## src/rtl/core/qpc_pkg.sv

```systemverilog
// Package with shared types, codes and reset constants of the position controller.
`timescale 1ns / 1ps

package qpc_pkg;

  localparam int unsigned CountWidthDef = 32;
  localparam int unsigned DutyWidthDef  = 16;

  localparam int unsigned PosWidth   = 32;
  localparam int unsigned TgtWidth   = 32;
  localparam int unsigned ThrWidth   = 8;
  localparam int unsigned DutyFieldW = 16;
  localparam int unsigned CfgIdxW    = 3;
  localparam int unsigned CfgDataW   = 16;

  localparam logic [ThrWidth-1:0] ArriveThrRst = 8'd2;
  localparam logic [ThrWidth-1:0] FarThrRst    = 8'd8;
  localparam logic [ThrWidth-1:0] NearThrRst   = 8'd4;

  typedef enum logic [1:0] {
    OP_EDGE  = 2'd0,
    OP_START = 2'd1,
    OP_TICK  = 2'd2,
    OP_HOME  = 2'd3
  } op_e;

  typedef enum logic [CfgIdxW-1:0] {
    CFG_ARRIVE_THR = 3'd0,
    CFG_FAR_THR    = 3'd1,
    CFG_NEAR_THR   = 3'd2,
    CFG_FAST_DUTY  = 3'd3,
    CFG_MID_DUTY   = 3'd4,
    CFG_SLOW_DUTY  = 3'd5
  } cfg_idx_e;

  typedef struct packed {
    logic [ThrWidth-1:0]   arrive_thr;
    logic [ThrWidth-1:0]   far_thr;
    logic [ThrWidth-1:0]   near_thr;
    logic [DutyFieldW-1:0] fast_duty;
    logic [DutyFieldW-1:0] mid_duty;
    logic [DutyFieldW-1:0] slow_duty;
  } cfg_t;

  typedef struct packed {
    logic move;
    logic dir_cw;
    logic brake;
    logic arrived;
  } ctrl_t;

endpackage

```

## src/rtl/core/qpc_step.sv

```systemverilog
// Next-state logic of the controller for one input word.
`timescale 1ns / 1ps

module qpc_step import qpc_pkg::*; #(
  parameter int unsigned COUNT_WIDTH = CountWidthDef,
  parameter int unsigned DUTY_WIDTH  = DutyWidthDef
) (
  input  logic [1:0]             op_i,
  input  logic                   edge_on_b_i,
  input  logic                   other_level_i,
  input  logic [TgtWidth-1:0]    goal_pos_i,
  input  cfg_t                   cfg_i,
  input  logic [COUNT_WIDTH-1:0] count_i,
  input  logic [COUNT_WIDTH-1:0] target_i,
  input  logic [DUTY_WIDTH-1:0]  duty_i,
  input  ctrl_t                  ctrl_i,
  output logic [COUNT_WIDTH-1:0] count_o,
  output logic [COUNT_WIDTH-1:0] target_o,
  output logic [DUTY_WIDTH-1:0]  duty_o,
  output ctrl_t                  ctrl_o
);

  logic                   up;
  logic [COUNT_WIDTH-1:0] err;
  logic                   neg;
  logic [COUNT_WIDTH-1:0] mag;
  logic [DutyFieldW-1:0]  sel_duty;
  logic signed [63:0]     tgt_ext;

  assign up      = edge_on_b_i ? !other_level_i : other_level_i;
  assign err     = target_i - count_i;
  assign neg     = err[COUNT_WIDTH-1];
  assign mag     = neg ? (~err + COUNT_WIDTH'(1)) : err;
  assign tgt_ext = 64'(signed'(goal_pos_i));

  always_comb begin
    priority if (mag >= COUNT_WIDTH'(cfg_i.far_thr)) begin
      sel_duty = cfg_i.fast_duty;
    end else if (mag >= COUNT_WIDTH'(cfg_i.near_thr)) begin
      sel_duty = cfg_i.mid_duty;
    end else begin
      sel_duty = cfg_i.slow_duty;
    end
  end

  always_comb begin
    count_o        = count_i;
    target_o       = target_i;
    duty_o         = duty_i;
    ctrl_o         = ctrl_i;
    ctrl_o.arrived = 1'b0;
    unique case (op_e'(op_i))
      OP_EDGE: begin
        count_o = up ? (count_i + COUNT_WIDTH'(1)) : (count_i - COUNT_WIDTH'(1));
      end
      OP_START: begin
        target_o    = tgt_ext[COUNT_WIDTH-1:0];
        ctrl_o.move = 1'b1;
      end
      OP_TICK: begin
        if (ctrl_i.move) begin
          if (mag <= COUNT_WIDTH'(cfg_i.arrive_thr)) begin
            duty_o         = '0;
            ctrl_o.brake   = 1'b1;
            ctrl_o.move    = 1'b0;
            ctrl_o.arrived = 1'b1;
          end else begin
            duty_o        = DUTY_WIDTH'(sel_duty);
            ctrl_o.brake  = 1'b0;
            ctrl_o.dir_cw = !neg;
          end
        end
      end
      OP_HOME: begin
        duty_o       = '0;
        ctrl_o.brake = 1'b1;
        count_o      = '0;
        ctrl_o.move  = 1'b0;
      end
      default: begin
        count_o = count_i;
      end
    endcase
  end

endmodule

```

## src/rtl/core/quadrature_position_controller_unit.sv

```systemverilog
// Top level of the quadrature encoder position controller.
//
//   Channel   Handshake                   Payload
//   in        in_valid_i / in_stall_o     op, edge_on_b, other_level, goal_pos
//   out       out_valid_o / out_stall_i   position_out, direction_cw, brake_on,
//                                         duty_out, moving, arrived
//   cfg       cfg_we_i                    cfg_idx_i, cfg_data_i
//
// Each word passes through the input register and then the result register, and one
// word is taken every cycle while the output is not stalled.
// The step logic is combinational, so the state update does not limit the throughput.
// Reset returns the state and the configuration to their reset values and clears
// both valid flags.
// A stall on the output holds the result and, once the input register is full, the input.
`timescale 1ns / 1ps

module quadrature_position_controller_unit import qpc_pkg::*; #(
  parameter int unsigned COUNT_WIDTH = CountWidthDef,
  parameter int unsigned DUTY_WIDTH  = DutyWidthDef
) (
  input  logic                  clk_i,
  input  logic                  rst_ni,
  input  logic                  cfg_we_i,
  input  logic [CfgIdxW-1:0]    cfg_idx_i,
  input  logic [CfgDataW-1:0]   cfg_data_i,
  input  logic                  in_valid_i,
  output logic                  in_stall_o,
  input  logic [1:0]            op_i,
  input  logic                  edge_on_b_i,
  input  logic                  other_level_i,
  input  logic [TgtWidth-1:0]   goal_pos_i,
  output logic                  out_valid_o,
  input  logic                  out_stall_i,
  output logic [PosWidth-1:0]   position_out_o,
  output logic                  direction_cw_o,
  output logic                  brake_on_o,
  output logic [DutyFieldW-1:0] duty_out_o,
  output logic                  moving_o,
  output logic                  arrived_o
);

  cfg_t cfg_q;

  logic                 in_valid_q;
  logic [1:0]           op_q;
  logic                 edge_on_b_q;
  logic                 other_level_q;
  logic [TgtWidth-1:0]  goal_pos_q;

  logic [COUNT_WIDTH-1:0] count_q, count_d;
  logic [COUNT_WIDTH-1:0] target_q, target_d;
  logic [DUTY_WIDTH-1:0]  duty_q, duty_d;
  ctrl_t                  ctrl_q, ctrl_d;

  logic                  out_valid_q;
  logic [PosWidth-1:0]   pos_out_q;
  logic [DutyFieldW-1:0] duty_out_q;
  ctrl_t                 ctrl_out_q;

  logic               advance;
  logic               in_take;
  logic signed [63:0] count_ext;
  logic [31:0]        duty_ext;

  assign advance    = in_valid_q && (!out_valid_q || !out_stall_i);
  assign in_stall_o = in_valid_q && !advance;
  assign in_take    = in_valid_i && !in_stall_o;

  always_ff @(posedge clk_i or negedge rst_ni) begin
    if (!rst_ni) begin
      cfg_q.arrive_thr <= ArriveThrRst;
      cfg_q.far_thr    <= FarThrRst;
      cfg_q.near_thr   <= NearThrRst;
      cfg_q.fast_duty  <= '0;
      cfg_q.mid_duty   <= '0;
      cfg_q.slow_duty  <= '0;
    end else if (cfg_we_i) begin
      unique case (cfg_idx_i)
        CFG_ARRIVE_THR: cfg_q.arrive_thr <= cfg_data_i[ThrWidth-1:0];
        CFG_FAR_THR:    cfg_q.far_thr    <= cfg_data_i[ThrWidth-1:0];
        CFG_NEAR_THR:   cfg_q.near_thr   <= cfg_data_i[ThrWidth-1:0];
        CFG_FAST_DUTY:  cfg_q.fast_duty  <= cfg_data_i;
        CFG_MID_DUTY:   cfg_q.mid_duty   <= cfg_data_i;
        CFG_SLOW_DUTY:  cfg_q.slow_duty  <= cfg_data_i;
        default: begin
        end
      endcase
    end
  end

  always_ff @(posedge clk_i or negedge rst_ni) begin
    if (!rst_ni) begin
      in_valid_q <= 1'b0;
    end else if (in_take) begin
      in_valid_q <= 1'b1;
    end else if (advance) begin
      in_valid_q <= 1'b0;
    end
  end

  always_ff @(posedge clk_i) begin
    if (in_take) begin
      op_q          <= op_i;
      edge_on_b_q   <= edge_on_b_i;
      other_level_q <= other_level_i;
      goal_pos_q    <= goal_pos_i;
    end
  end

  qpc_step #(
    .COUNT_WIDTH(COUNT_WIDTH),
    .DUTY_WIDTH (DUTY_WIDTH)
  ) u_step (
    .op_i          (op_q),
    .edge_on_b_i   (edge_on_b_q),
    .other_level_i (other_level_q),
    .goal_pos_i    (goal_pos_q),
    .cfg_i         (cfg_q),
    .count_i       (count_q),
    .target_i      (target_q),
    .duty_i        (duty_q),
    .ctrl_i        (ctrl_q),
    .count_o       (count_d),
    .target_o      (target_d),
    .duty_o        (duty_d),
    .ctrl_o        (ctrl_d)
  );

  always_ff @(posedge clk_i or negedge rst_ni) begin
    if (!rst_ni) begin
      count_q        <= '0;
      target_q       <= '0;
      duty_q         <= '0;
      ctrl_q.move    <= 1'b0;
      ctrl_q.dir_cw  <= 1'b1;
      ctrl_q.brake   <= 1'b1;
      ctrl_q.arrived <= 1'b0;
    end else if (advance) begin
      count_q  <= count_d;
      target_q <= target_d;
      duty_q   <= duty_d;
      ctrl_q   <= ctrl_d;
    end
  end

  assign count_ext = 64'(signed'(count_d));
  assign duty_ext  = 32'(duty_d);

  always_ff @(posedge clk_i or negedge rst_ni) begin
    if (!rst_ni) begin
      out_valid_q <= 1'b0;
    end else if (advance) begin
      out_valid_q <= 1'b1;
    end else if (!out_stall_i) begin
      out_valid_q <= 1'b0;
    end
  end

  always_ff @(posedge clk_i) begin
    if (advance) begin
      pos_out_q  <= count_ext[PosWidth-1:0];
      duty_out_q <= duty_ext[DutyFieldW-1:0];
      ctrl_out_q <= ctrl_d;
    end
  end

  assign out_valid_o    = out_valid_q;
  assign position_out_o = pos_out_q;
  assign direction_cw_o = ctrl_out_q.dir_cw;
  assign brake_on_o     = ctrl_out_q.brake;
  assign duty_out_o     = duty_out_q;
  assign moving_o       = ctrl_out_q.move;
  assign arrived_o      = ctrl_out_q.arrived;

endmodule

```

## config.mk

```make
export PLATFORM = sky130hd
export DESIGN_NAME = quadrature_position_controller_unit
export DESIGN_NICKNAME = d
export VERILOG_FILES = /design/src/rtl/core/qpc_pkg.sv /design/src/rtl/core/qpc_step.sv /design/src/rtl/core/quadrature_position_controller_unit.sv
export SDC_FILE = /design/constraint.sdc
export NUM_CORES = 1
export LEC_CHECK = 0
export BUFFER_PORTS_ARGS = -buffer_cell sky130_fd_sc_hd__buf_2
export CORE_ASPECT_RATIO = 0.6
export CORE_UTILIZATION = 51
export CTS_CLUSTER_DIAMETER = 100
export CTS_CLUSTER_SIZE = 12
export DETAILED_ROUTE_END_ITERATION = 8
export PLACE_DENSITY = 0.72
export SYNTH_ARGS = -nofsm -noshare
export SYNTH_HDL_FRONTEND = slang
export SYNTH_SLANG_ARGS = --single-unit
export TNS_END_PERCENT = 50
```

## constraint.sdc

```tcl
create_clock -name clk_i -period 6.2 [get_ports clk_i]
set_clock_uncertainty 0.1 [all_clocks]
set_input_delay 0 -clock clk_i [delete_from_list [all_inputs] [get_ports clk_i]]
set_output_delay 0 -clock clk_i [all_outputs]
set_load 0.03 [all_outputs]
```

==> flow_summary.rst, run 1 <==
.. list-table::
   :header-rows: 1

   * - Metric
     - Value
   * - Status
     - finished with violations
   * - Violations in the final reports
     - design-rule violations, negative hold slack
   * - Most common cell after layout, fill and taps aside
     - sky130_fd_sc_hd__nand2_1
   * - Number of maximum-capacitance violations
     - 0
   * - Count of nets left with antenna violations after detail routing
     - 0
   * - Pre-Repair DR Iteration Count
     - 8
   * - Simple logic cell fraction of the synthesized area
     - approximately 14%
   * - Share of post-route cells with drive strength above 1
     - ~20%
   * - Starting DRT DRC Count
     - 1019
   * - Slew at the pin with the worst max-slew slack
     - between 1 and 1.5 ns
   * - Effective utilization at floorplan
     - between 50% and 60%
   * - RR Startpoint
     - count_q[4]$_DFFE_PN0P_
   * - Mapped Nets
     - approximately 1.6k
   * - Synth warn
     - 0
   * - Maximum count of clock buffers along a single path
     - 3
   * - Area of the placeable core
     - approximately 0.028 mm2
   * - CTS clk-pin slew, worst paths
     - roughly 0.07 ns
   * - Design Area, Final
     - around 0.017 mm2
   * - Top Ports
     - approximately 110
   * - Mean instance size in the synthesized netlist
     - between 10 and 15 um2
   * - Chip Height
     - 133 um
   * - Reg2reg path depth
     - 27
   * - Clock insertion delay at the later pin of the skew report
     - 0.54 ns
   * - Synthesized-area fraction occupied by ao, oa, aoi and oai cells
     - ~18%
   * - Final clock period utilization by the worst path
     - 93.1%
   * - CP Capture Type
     - register
   * - Setup Viol. Count Final
     - 0
   * - Number of synthesized register bits
     - about 250
   * - Number of antenna violations at the first check in global routing
     - 0
   * - CTS tree
     - built
   * - Final Max Tran Viols
     - 0
   * - Clock root buffer
     - sky130_fd_sc_hd__clkbuf_16
   * - Setup TNS
     - 0 ns
   * - Routability congestion estimate
     - 0.957
   * - Port buffer count
     - approximately 110
   * - Fraction of synthesized area in multiplexers
     - 7.21%
   * - Via count
     - ~12k
   * - Final net count
     - between 1.5k and 2k
   * - Final design utilization
     - between 60% and 70%
   * - Number of diodes added for antenna fixing
     - 0
   * - Upper clock frequency limit
     - approximately 170 MHz
   * - P&R area growth vs syn
     - 16.2%
   * - Post-synthesis cell area
     - ~0.015 mm2
   * - Global-route wire length before repair
     - approximately 62 mm
   * - Startpoint types
     - register
   * - Number of flops mapped to enable cells by yosys
     - between 80 and 90
   * - Max transition margin
     - about a quarter
   * - Power Dens Cells
     - around 480 mW/mm2
   * - Total CTS buffers
     - 24
   * - Yosys cell types
     - 97
   * - Std cell rows
     - 47
   * - Avg WL per Cell
     - 19.5 um
   * - Endpoint of the most critical register-to-register path
     - duty_out_o[12]$_DFFE_PP_
   * - Main combinational cell family by area after synthesis
     - compound AO/OA/AOI/OAI gates
   * - Arrival time reported for the critical path endpoint
     - approximately 6.1 ns
   * - Cell count after synthesis
     - approximately 1.4k
   * - Routed vias/inst
     - 5.98
   * - Proportion of synthesized chip area in sequential cells
     - 44.9%
   * - Max Fanout on Critical Path
     - 13
   * - Buffers inserted by post-CTS timing repair
     - 0
   * - Slowest stage cell on the critical path
     - sky130_fd_sc_hd__ha_1
   * - DRC Markers
     - 6
   * - Largest incremental delay on the critical path
     - between 0.4 and 0.5 ns
   * - Share of async-settable or async-resettable flops after synthesis
     - roughly 64%
   * - Static leakage power
     - 7.19 nW
   * - Die Area
     - 0.0294 mm2
   * - Dominant synthesized flop cell
     - sky130_fd_sc_hd__dfrtp_1
   * - Depth of the CTS H-tree
     - 1
   * - Worst voltage drop across the vdd grid
     - roughly 0.00027 V
   * - Post-route worst hold slack
     - -0.00245 ns
   * - Setup slack of the most critical reg-to-reg path
     - 0.43 ns
   * - Sum of buffers and inverters on the critical path
     - 4
   * - Worst Hold Class
     - primary input to async pin
   * - Grt total ovfl
     - 0
   * - Drt total wl
     - ~38 mm
   * - Total track usage
     - 26.5%
   * - Data required time at the worst endpoint
     - around 6.5 ns
   * - Hold Fails Final Rpt
     - 1
   * - Total clock sinks
     - 245
   * - Final Critical Period
     - 5.77 ns
   * - Top library cells by usage in the layout, fill and taps aside
     - 159 x sky130_fd_sc_hd__nand2_1, 152 x sky130_fd_sc_hd__dfrtp_1, 112 x sky130_fd_sc_hd__buf_2, 110 x sky130_fd_sc_hd__o21ai_0, 90 x sky130_fd_sc_hd__ha_1
   * - X dimension of the die
     - around 220 um
   * - Setup CP Type
     - register to register
   * - Unrepaired setup endpoints after global routing
     - no
   * - Pin count of the biggest net entering global routing
     - 86
   * - Fraction of synthesized cell area in xor and xnor cells
     - 3.84%
   * - Final HPWL DP
     - roughly 27 mm
   * - Kind of cell adding the most delay to the critical path
     - compound AO/OA/AOI/OAI gates
   * - Cell area after placement
     - ~0.016 mm2
   * - Adder and majority gate portion of the synthesized area
     - ~8%
   * - Vias in the first global route
     - approximately 12k
## metrics by stage
stage | hold slack [ns] | total power, mW | std cells | setup WS [ns]
after floorplan | -0.396 | 5.52 | 1404 | 0.950
after global placement | 0.0250 | 6.57 | 1851 | 0.625
after detailed placement | 0.0191 | 6.64 | 1851 | 0.463
after CTS | 0.0246 | 8.09 | 1962 | 0.416
after global routing | 0.0601 | 8.76 | 1962 | 0.0311
final | -0.00245 | 8.16 | 1962 | 0.425
## where the power goes
| group | leakage [nW] | switching (mW) | internal [mW] |
|---|---|---|---|
| combinational | 4.06 | 2.74 | 1.79 |
| sequential | 2.80 | 0.206 | 2.04 |
| clock | 0.334 | 0.626 | 0.753 |
## how the worst max path moves through the flow
stage / start / end / slack, ns / cells after the start
after floorplan: count_q[16]$_DFFE_PN0P_ / duty_out_o[0]$_DFFE_PP_ / 0.95 / 27
after global placement: count_q[16]$_DFFE_PN0P_ / duty_out_o[12]$_DFFE_PP_ / 0.62 / 27
after detailed placement: count_q[4]$_DFFE_PN0P_ / duty_out_o[12]$_DFFE_PP_ / 0.46 / 27
final: count_q[4]$_DFFE_PN0P_ / duty_out_o[12]$_DFFE_PP_ / 0.43 / 27
after CTS: count_q[4]$_DFFE_PN0P_ / duty_out_o[12]$_DFFE_PP_ / 0.42 / 27
after global routing: count_q[4]$_DFFE_PN0P_ / duty_out_o[12]$_DFFE_PP_ / 0.03 / 27
## cells by family (layout without fill, tap and decap cells)
kind of cell    count (synthesis)  after routing
flops                         245            245
compound gates                376            376
buf+inv                       126            317
fa+ha+maj                      92             92
xor+xnor                       62             62
simple gates                  409            409
mux                            94             94
## area by class of cell
type	instances	area, um2
tap	367	459
multi-input combinational	1033	7600
fill	2328	10900
timing repair buffer	199	1390
sequential	245	6580
clock inverter	1	8.76
inverter	74	280
clock buffer	43	693
## cells in the mapped netlist (6+ instances only)
cell type                  count  area, um2
sky130_fd_sc_hd__nor2b_1       9       56.3
sky130_fd_sc_hd__dfrtp_1     152       3800
sky130_fd_sc_hd__nand4_1      23        144
sky130_fd_sc_hd__a21oi_1      57        285
sky130_fd_sc_hd__nor2_1       53        199
sky130_fd_sc_hd__clkbuf_1     32        120
sky130_fd_sc_hd__o21a_1       18        135
sky130_fd_sc_hd__xor2_1       16        140
sky130_fd_sc_hd__a211oi_1     12       90.1
sky130_fd_sc_hd__buf_2        11       55.1
sky130_fd_sc_hd__o31ai_1      10       75.1
sky130_fd_sc_hd__nor4_1        7       43.8
sky130_fd_sc_hd__nand2b_1     21        131
sky130_fd_sc_hd__inv_1        74        278
sky130_fd_sc_hd__a21o_1       22        165
sky130_fd_sc_hd__ha_1         90       1130
sky130_fd_sc_hd__nand2_1     159        597
sky130_fd_sc_hd__mux2_2       88        991
sky130_fd_sc_hd__o211ai_1     26        195
sky130_fd_sc_hd__a31oi_1       7       43.8
sky130_fd_sc_hd__xnor2_1      45        394
sky130_fd_sc_hd__nand3_1      36        180
sky130_fd_sc_hd__buf_1         6       22.5
sky130_fd_sc_hd__a22o_1       16        140
sky130_fd_sc_hd__o21ai_0     111        556
sky130_fd_sc_hd__and2_1       15       93.8
sky130_fd_sc_hd__edfxtp_1     88       2640
sky130_fd_sc_hd__o211a_1       6       60.1
sky130_fd_sc_hd__or3_1         7       43.8
sky130_fd_sc_hd__o211ai_2      6       75.1
sky130_fd_sc_hd__or2_2         7       43.8
sky130_fd_sc_hd__o22ai_2      10        125
sky130_fd_sc_hd__nor3_1       21        105
sky130_fd_sc_hd__o21bai_1     10       75.1
sky130_fd_sc_hd__and4_1        8       70.1
sky130_fd_sc_hd__and3_1        9       56.3
## state kept, by name, summed over array words and instances, names as in the netlist
name / count
goal_pos_q: 32
duty_q: 16
count_q: 32
edge_on_b_q: 1
out_valid_o: 1
op_q: 2
other_level_q: 1
arrived_o: 1
position_out_o: 32
in_valid_q: 1
ctrl_q: 3
cfg_q: 72
direction_cw_o: 1
duty_out_o: 16
brake_on_o: 1
target_q: 32
moving_o: 1
## worst register-to-register path, delay by kind of cell, from the launching register on
family                   cells  cell delay [ns]
AO/OA/AOI/OAI               10             1.86
XOR/XNOR                     1             0.33
adder cells (fa/ha/maj)      2             0.77
buffers and inverters        4             0.76
flip-flops                   1             0.37
AND/OR/NAND/NOR             10             1.42
## per-layer routing
metal	up-vias	routed length [um]	track usage, %
li1	5543	-	-
met1	5763	19300	42.1
met2	385	15700	37.1
met3	44	2720	4.93
met4	0	513	5.18
met5	-	0	0
## repair_timing
action,4_1_cts,5_1_grt
endpoints found under the hold margin,196,0
hold buffers,67,0
setup endpoints to repair,0,26
gates resized for setup,0,3
(Power assumes the default switching activity.)
==> run 2: changes to the inputs <==
--- a/config.mk
+++ b/config.mk
@@ -6,12 +6,15 @@
 export NUM_CORES = 1
 export LEC_CHECK = 0
 export BUFFER_PORTS_ARGS = -buffer_cell sky130_fd_sc_hd__buf_2
+export CELL_PAD_IN_SITES_DETAIL_PLACEMENT = 1
+export CELL_PAD_IN_SITES_GLOBAL_PLACEMENT = 1
 export CORE_ASPECT_RATIO = 0.6
-export CORE_UTILIZATION = 51
+export CORE_UTILIZATION = 48
 export CTS_CLUSTER_DIAMETER = 100
 export CTS_CLUSTER_SIZE = 12
 export DETAILED_ROUTE_END_ITERATION = 8
-export PLACE_DENSITY = 0.72
+export MAX_ROUTING_LAYER = met4
+export PLACE_DENSITY = 0.83
 export SYNTH_ARGS = -nofsm -noshare
 export SYNTH_HDL_FRONTEND = slang
 export SYNTH_SLANG_ARGS = --single-unit
==> flow_summary.rst, run 2 (synthesis gave the netlist of run 1 again) <==
.. list-table::
   :header-rows: 1

   * - Metric
     - Value
   * - Routed vias/inst
     - 6.03 (was 5.98)
   * - X dimension of the die
     - 227 um (was 221 um)
   * - Number of inserted filler cells in the final layout
     - 3263 (was 2328)
   * - Routability congestion estimate
     - 0.927 (was 0.957)
   * - Depth of the CTS H-tree
     - 1 (unchanged)
   * - Effective utilization at floorplan
     - 48.8% (was 52.5%)
   * - Avg WL per Cell
     - 22.1 um (was 19.5 um)
   * - Largest register FFs
     - 72 (unchanged)
   * - Multi-input logic area
     - 0.00766 mm2 (was 0.00760 mm2)
   * - Top Ports
     - 114 (unchanged)
   * - Hold Fails Final Rpt
     - 0 (was 1)
   * - Clock insertion delay at the later pin of the skew report
     - 0.56 ns (was 0.54 ns)
   * - Via count
     - 12.1k (was 11.7k)
   * - FF/Latch Area
     - 0.00658 mm2 (unchanged)
   * - Total track usage
     - 29.9% (was 26.5%)
   * - Cell chain of the critical path
     - ha_1 > inv_1 > fa_1 > a21o_1 > a311oi_4 > o21ai_0 > xnor2_1 > nor3_1 > and4_1 > nand4_1 > a211oi_1 > o221ai_2 > nor3_2 > nor4b_4 > nand4_1 > nand2b_1 > o211ai_1
   * - Area of the placeable core
     - 0.0300 mm2 (was 0.0279 mm2)
   * - Die Area
     - 0.0312 mm2 (was 0.0294 mm2)
   * - CTS tree
     - built (unchanged)
   * - Hold path start
     - cfg_we_i
   * - Total net switching power
     - 3.84 mW (was 3.57 mW)
   * - Destination of the worst hold path
     - cfg_q[62]$_DFFE_PN0P_
   * - Total clock sinks
     - 245 (unchanged)
   * - Final Max Tran Viols
     - 0 (unchanged)
   * - Setup TNS
     - 0 ns (unchanged)
   * - P&R area growth vs syn
     - 17.4% (was 16.2%)
   * - Endpoint of the most critical register-to-register path
     - duty_q[0]$_DFFE_PN0P_ (was duty_out_o[12]$_DFFE_PP_)
   * - Global-route wire length before repair
     - 70.4 mm (was 61.7 mm)
   * - Portion of total power attributed to the clock network
     - 16.4% (was 16.9%)
   * - CP Capture Type
     - register (unchanged)
   * - Starting DRT DRC Count
     - 1040 (was 1019)
   * - RR Startpoint
     - count_q[0]$_DFFE_PN0P_ (was count_q[4]$_DFFE_PN0P_)
   * - Slew at the pin with the worst max-slew slack
     - 1.13 ns (was 1.14 ns)
   * - Number of maximum-capacitance violations
     - 0 (unchanged)
   * - Top library cells by usage in the layout, fill and taps aside
     - 158 x sky130_fd_sc_hd__nand2_1, 152 x sky130_fd_sc_hd__dfrtp_1, 112 x sky130_fd_sc_hd__buf_2, 108 x sky130_fd_sc_hd__o21ai_0 (was 159 x sky130_fd_sc_hd__nand2_1, 152 x sky130_fd_sc_hd__dfrtp_1, 112 x sky130_fd_sc_hd__buf_2, 110 x sky130_fd_sc_hd__o21ai_0, 90 x sky130_fd_sc_hd__ha_1)
   * - Pin count of the biggest net entering global routing
     - 80 (was 86)
   * - Post-layout power
     - 8.47 mW (was 8.16 mW)
   * - Reg2reg path depth
     - 17 (was 27)
   * - Static leakage power
     - 7.23 nW (was 7.19 nW)
   * - Final net count
     - 1736 (was 1729)
   * - Setup slack after layout
     - 0.320 ns (was 0.425 ns)
   * - Port buffer count
     - 113 (unchanged)
   * - CTS clk-pin slew, worst paths
     - 0.08 ns (was 0.07 ns)
   * - Most used cell, CP
     - sky130_fd_sc_hd__nand4_1
   * - Largest incremental delay on the critical path
     - 0.61 ns (was 0.47 ns)
   * - Internal Power
     - 4.62 mW (was 4.58 mW)
   * - Chip Height
     - 137 um (was 133 um)
   * - Final clock period utilization by the worst path
     - 94.8% (was 93.1%)
   * - Upper clock frequency limit
     - 170 MHz (was 173 MHz)
   * - Logic gate share of total power
     - 57.0% (was 55.6%)
   * - Startpoint types
     - register (unchanged)
   * - Pre-CTS setup slack
     - 0.109 ns (was 0.463 ns)
   * - Worst Hold Class
     - primary input to register (was primary input to async pin)
   * - Final Critical Period
     - 5.88 ns (was 5.77 ns)
   * - Post-route worst hold slack
     - 0.0240 ns (was -0.00245 ns)
   * - Setup slack of the most critical reg-to-reg path
     - 0.32 ns (was 0.43 ns)
   * - Post-Layout Cell Count
     - 2010 (was 1962)
   * - Maximum count of clock buffers along a single path
     - 3 (unchanged)
   * - Proportion of total power due to net switching
     - 45.4% (was 43.8%)
   * - Max Fanout on Critical Path
     - 12 (was 13)
   * - Final HPWL DP
     - 31.3 mm (was 27.3 mm)
   * - Number of placed cells counting well taps
     - 1894 (was 1851)
   * - Kind of cell adding the most delay to the critical path
     - simple AND/OR/NAND/NOR gates (was compound AO/OA/AOI/OAI gates)
   * - Grt total ovfl
     - 0 (unchanged)
   * - Share of post-route cells with drive strength above 1
     - 21.0% (was 20.1%)
   * - Worst voltage drop across the vdd grid
     - 0.000251 V (was 0.000267 V)
   * - Total CTS buffers
     - 24 (unchanged)
   * - Largest reg by FF count
     - cfg_q (unchanged)
   * - Number of diodes added for antenna fixing
     - 0 (unchanged)
   * - Most common cell after layout, fill and taps aside
     - sky130_fd_sc_hd__nand2_1 (unchanged)
   * - Slowest stage cell on the critical path
     - sky130_fd_sc_hd__nor3_1 (was sky130_fd_sc_hd__ha_1)
   * - Drt total wl
     - 44.5 mm (was 38.3 mm)
   * - Proportion of power drawn by flip-flops and latches
     - 26.6% (was 27.5%)
   * - Setup Viol. Count Final
     - 0 (unchanged)
   * - Clock root buffer
     - sky130_fd_sc_hd__clkbuf_16 (unchanged)
   * - Setup CP Type
     - register to register (unchanged)
   * - Number of antenna violations at the first check in global routing
     - 1 (was 0)
   * - DRC Markers
     - 0 (was 6)
   * - Data required time at the worst endpoint
     - 6.55 ns (was 6.48 ns)
   * - Max transition margin
     - 24.4% (was 23.7%)
   * - Count of nets left with antenna violations after detail routing
     - 0 (unchanged)
   * - Power Dens Cells
     - 493 mW/mm2 (was 480 mW/mm2)
   * - Count of cells along the worst hold path
     - 4
   * - Pre-Repair DR Iteration Count
     - 5 (was 8)
   * - Status
     - completed (was finished with violations)
   * - Sum of buffers and inverters on the critical path
     - 1 (was 4)
   * - Std cell rows
     - 49 (was 47)
   * - Arrival time reported for the critical path endpoint
     - 6.23 ns (was 6.06 ns)
   * - Vias in the first global route
     - 12.6k (was 11.5k)
==> run 2: worst max-delay path by stage <==
stage | startpoint | end | cells after the start
6_report | count_q[0]$_DFFE_PN0P_ | duty_q[0]$_DFFE_PN0P_ | 17
5_1_grt | count_q[5]$_DFFE_PN0P_ | duty_out_o[2]$_DFFE_PP_ | 27
4_1_cts | count_q[16]$_DFFE_PN0P_ | duty_out_o[2]$_DFFE_PP_ | 27
3_5_place_dp | count_q[16]$_DFFE_PN0P_ | duty_out_o[13]$_DFFE_PP_ | 27
3_3_place_gp | count_q[16]$_DFFE_PN0P_ | duty_out_o[12]$_DFFE_PP_ | 27
2_1_floorplan | count_q[16]$_DFFE_PN0P_ | duty_out_o[0]$_DFFE_PP_ | 27
==> run 2: worst min-delay path, stage by stage <==
cell                       delay [ns]
sky130_fd_sc_hd__buf_2           0.13
sky130_fd_sc_hd__nor4bb_2        0.17
sky130_fd_sc_hd__buf_4           0.19
sky130_fd_sc_hd__o21ai_0         0.15
==> run 2: area by class of cell <==
type / instances / area share, %
Tap cell: 408 / 2.97
Inverter: 74 / 1.63
Clock inverter: 2 / 0.146
Sequential cell: 245 / 38.3
Clock buffer: 42 / 3.89
Timing Repair Buffer: 206 / 8.53
Multi-Input combinational cell: 1033 / 44.6
==> run 2: power by group through the flow <==
stage / combinational (mW) / sequential (mW) / clock [mW]
2_1_floorplan: 3.21 / 2.31 / 0
5_1_grt: 5.26 / 2.29 / 1.47
3_5_place_dp: 4.55 / 2.27 / 0
4_1_cts: 4.66 / 2.25 / 1.41
6_report: 4.83 / 2.25 / 1.39
3_3_place_gp: 4.31 / 2.25 / 0
==> run 2: layer usage <==
metal	up-vias	GRT usage [%]	routed length, um
met3	51	4.84	2450
met1	6231	42.3	21300
li1	5550	-	-
met4	0	4.77	622
met5	-	-	0
met2	298	45.9	20100
==> run 2: timing repair <==
item / in CTS / in global routing
hold endpoints to repair: 266 / 0
gates resized for setup: 2 / 17
hold buffers: 70 / 0
pin swaps: 0 / 1
endpoints found under the setup margin: 20 / 29
setup buffers: 0 / 2
==> run 2: per-stage QoR <==
stage / area, um2 / util, %
finish: 17200 / 57.3
global placement: 15700 / 52.3
detailed placement: 15700 / 52.3
CTS: 17100 / 57.1
global route: 17200 / 57.3
floorplan: 14600 / -
==> run 3: changes to the inputs <==
--- a/config.mk
+++ b/config.mk
@@ -15,6 +15,7 @@
 export DETAILED_ROUTE_END_ITERATION = 8
 export MAX_ROUTING_LAYER = met4
 export PLACE_DENSITY = 0.83
+export RECOVER_POWER = 100
 export SYNTH_ARGS = -nofsm -noshare
 export SYNTH_HDL_FRONTEND = slang
 export SYNTH_SLANG_ARGS = --single-unit
==> flow_summary.rst, run 3 (synthesis gave the netlist of run 1 again) <==
.. list-table::
   :header-rows: 1

   * - Metric
     - Value
   * - Pin count of the biggest net entering global routing
     - 80 (unchanged)
   * - CTS tree
     - built (unchanged)
   * - Pre-Repair DR Iteration Count
     - 5 (unchanged)
   * - Number of inserted filler cells in the final layout
     - 3304 (was 3263)
   * - Largest register FFs
     - 72 (unchanged)
   * - Setup Viol. Count Final
     - 0 (unchanged)
   * - Post-layout power
     - 8.43 mW (was 8.47 mW)
   * - Most common cell after layout, fill and taps aside
     - sky130_fd_sc_hd__nand2_1 (unchanged)
   * - Chip Height
     - 137 um (unchanged)
   * - Port buffer count
     - 113 (unchanged)
   * - Total CTS buffers
     - 24 (unchanged)
   * - Final Critical Period
     - 5.90 ns (was 5.88 ns)
   * - Share of post-route cells with drive strength above 1
     - 15.9% (was 21.0%)
   * - Maximum count of clock buffers along a single path
     - 3 (unchanged)
   * - Effective utilization at floorplan
     - 48.8% (unchanged)
   * - Final net count
     - 1736 (unchanged)
   * - Setup TNS
     - 0 ns (unchanged)
   * - Internal Power
     - 4.60 mW (was 4.62 mW)
   * - Number of antenna violations at the first check in global routing
     - 1 (unchanged)
   * - Power Dens Cells
     - 496 mW/mm2 (was 493 mW/mm2)
   * - FF/Latch Area
     - 0.00658 mm2 (unchanged)
   * - Top library cells by usage in the layout, fill and taps aside
     - 158 x sky130_fd_sc_hd__nand2_1, 152 x sky130_fd_sc_hd__dfrtp_1, 109 x sky130_fd_sc_hd__o21ai_0, 88 x sky130_fd_sc_hd__edfxtp_1, 87 x sky130_fd_sc_hd__ha_1 (was 158 x sky130_fd_sc_hd__nand2_1, 152 x sky130_fd_sc_hd__dfrtp_1, 112 x sky130_fd_sc_hd__buf_2, 108 x sky130_fd_sc_hd__o21ai_0)
   * - DRC Markers
     - 0 (unchanged)
   * - Sum of buffers and inverters on the critical path
     - 1 (unchanged)
   * - Routability congestion estimate
     - 0.927 (unchanged)
   * - Total clock sinks
     - 245 (unchanged)
   * - CP Capture Type
     - register (unchanged)
   * - Slew at the pin with the worst max-slew slack
     - 3.45 ns (was 1.13 ns)
   * - Grt total ovfl
     - 0 (unchanged)
   * - Via count
     - 12.1k (about the same)
   * - Routed vias/inst
     - 6.04 (was 6.03)
   * - Startpoint types
     - register (unchanged)
   * - Worst Hold Class
     - primary input to register (unchanged)
   * - Number of maximum-capacitance violations
     - 8 (was 0)
   * - Clock insertion delay at the later pin of the skew report
     - 0.56 ns (about the same)
   * - Depth of the CTS H-tree
     - 1 (unchanged)
   * - Post-route worst hold slack
     - 0.0617 ns (was 0.0240 ns)
   * - Final design utilization
     - 56.7% (was 57.3%)
   * - Proportion of power drawn by flip-flops and latches
     - 26.7% (was 26.6%)
   * - Arrival time reported for the critical path endpoint
     - 6.24 ns (was 6.23 ns)
   * - Area of the placeable core
     - 0.0300 mm2 (unchanged)
   * - Pre-CTS setup slack
     - 0.109 ns (unchanged)
   * - Logic gate share of total power
     - 56.8% (was 57.0%)
   * - Max transition margin
     - -130% (was 24.4%)
   * - Setup slack after layout
     - 0.301 ns (was 0.320 ns)
   * - Top Ports
     - 114 (unchanged)
   * - Portion of total power attributed to the clock network
     - 16.5% (was 16.4%)
   * - P&R area growth vs syn
     - 16.1% (was 17.4%)
   * - Number of diodes added for antenna fixing
     - 0 (unchanged)
   * - Starting DRT DRC Count
     - 1014 (was 1040)
   * - Largest incremental delay on the critical path
     - 0.62 ns (was 0.61 ns)
   * - Violations in the final reports
     - max-capacitance violations, max-slew violations
   * - Worst voltage drop across the vdd grid
     - 0.000251 V (about the same)
   * - Avg WL per Cell
     - 22.2 um (was 22.1 um)
   * - Max Fanout on Critical Path
     - 12 (unchanged)
   * - Hold Fails Final Rpt
     - 0 (unchanged)
   * - Total net switching power
     - 3.83 mW (was 3.84 mW)
   * - Data required time at the worst endpoint
     - 6.54 ns (was 6.55 ns)
   * - Total track usage
     - 29.9% (unchanged)
   * - Clock root buffer
     - sky130_fd_sc_hd__clkbuf_16 (unchanged)
   * - Count of nets left with antenna violations after detail routing
     - 0 (unchanged)
   * - Multi-input logic area
     - 0.00759 mm2 (was 0.00766 mm2)
   * - Status
     - finished with violations (was completed)
   * - Setup CP Type
     - register to register (unchanged)
   * - Largest reg by FF count
     - cfg_q (unchanged)
   * - Die Area
     - 0.0312 mm2 (unchanged)
   * - Vias in the first global route
     - 12.6k (unchanged)
   * - Most used cell, CP
     - sky130_fd_sc_hd__nand4_1 (unchanged)
   * - Kind of cell adding the most delay to the critical path
     - simple AND/OR/NAND/NOR gates (unchanged)
   * - Final HPWL DP
     - 31.3 mm (unchanged)
   * - Upper clock frequency limit
     - 170 MHz (about the same)
   * - Std cell rows
     - 49 (unchanged)
   * - Final clock period utilization by the worst path
     - 95.1% (was 94.8%)
   * - X dimension of the die
     - 227 um (unchanged)
   * - Proportion of total power due to net switching
     - 45.4% (about the same)
   * - Static leakage power
     - 6.97 nW (was 7.23 nW)
   * - Slowest stage cell on the critical path
     - sky130_fd_sc_hd__nor3_1 (unchanged)
   * - Cell chain of the critical path
     - ha_1 > inv_1 > fa_1 > a21o_1 > a311oi_4 > o21ai_0 > xnor2_1 > nor3_1 > and4_1 > nand4_1 > a211oi_1 > o221ai_2 > nor3_2 > nor4b_4 > nand4_1 > nand2b_1 > o211ai_1 (unchanged)
   * - Final Max Tran Viols
     - 357 (was 0)
   * - CTS clk-pin slew, worst paths
     - 0.08 ns (about the same)
   * - Global-route wire length before repair
     - 70.4 mm (unchanged)
   * - Drt total wl
     - 44.5 mm (about the same)
run 3: changes by cell type in the layout (fill, tap and decap cells not counted), moves of 2 or more:
cell,delta
sky130_fd_sc_hd__clkbuf_1,+68
sky130_fd_sc_hd__nor4b_2,-2
sky130_fd_sc_hd__buf_4,-8
sky130_fd_sc_hd__nor4b_1,+2
sky130_fd_sc_hd__o211ai_1,+2
sky130_fd_sc_hd__and2_0,+3
sky130_fd_sc_hd__and2_1,-2
sky130_fd_sc_hd__buf_2,-60
sky130_fd_sc_hd__o211ai_2,-2
sky130_fd_sc_hd__mux2_1,+3
sky130_fd_sc_hd__mux2_2,-3
sky130_fd_sc_hd__clkbuf_2,+2
run 3: area by class of cell:
class	instances	share of cell area, %
multi-input combinational	1033	44.7
sequential	245	38.7
timing repair buffer	206	7.84
clock buffer	42	3.93
tap	408	3.01
inverter	74	1.64
clock inverter	2	0.147
run 3: repair_timing:
item,CTS,global route
hold buffers,70,0
endpoints found under the setup margin,20,29
setup buffers,0,2
hold endpoints to repair,266,0
pin swaps,0,1
gates resized for setup,2,17
run 3: power by group through the flow:
stage	clock network [mW]	logic (mW)	registers, mW
final	1.39	4.79	2.25
after CTS	1.41	4.66	2.25
after floorplan	0	3.21	2.31
after global routing	1.47	5.23	2.29
after detailed placement	0	4.55	2.27
after global placement	0	4.31	2.25
run 3: final timing paths:
check / start / endpoint / slack, ns / depth (start not counted)
min in group asynchronous: rst_ni / cfg_q[65]$_DFFE_PN1P_ / 0.79 / 3
max reg2reg: count_q[0]$_DFFE_PN0P_ / duty_q[0]$_DFFE_PN0P_ / 0.30 / 17
max in group asynchronous: rst_ni / cfg_q[27]$_DFFE_PN0P_ / 1.89 / 4
max: count_q[0]$_DFFE_PN0P_ / duty_q[0]$_DFFE_PN0P_ / 0.30 / 17
min reg2reg: goal_pos_q[26]$_DFFE_PP_ / target_q[26]$_DFFE_PN0P_ / 0.36 / 1
min: goal_pos_i[26] / goal_pos_q[26]$_DFFE_PP_ / 0.06 / 2
run 3: through the flow:
step	area [um2]	cells
after detailed placement	15700	1894
after floorplan	14600	1404
after global placement	15700	1894
after CTS	17100	2008
final	17000	2010
after global routing	17000	2010
run 3: metal layers:
layer | wire (um) | GRT usage [%] | share of wire (%)
met1 | 21100 | 42.3 | 47
met4 | 643 | 4.77 | 1.4
met3 | 2690 | 4.84 | 6.0
met5 | 0 | - | 0
met2 | 20100 | 45.9 | 45
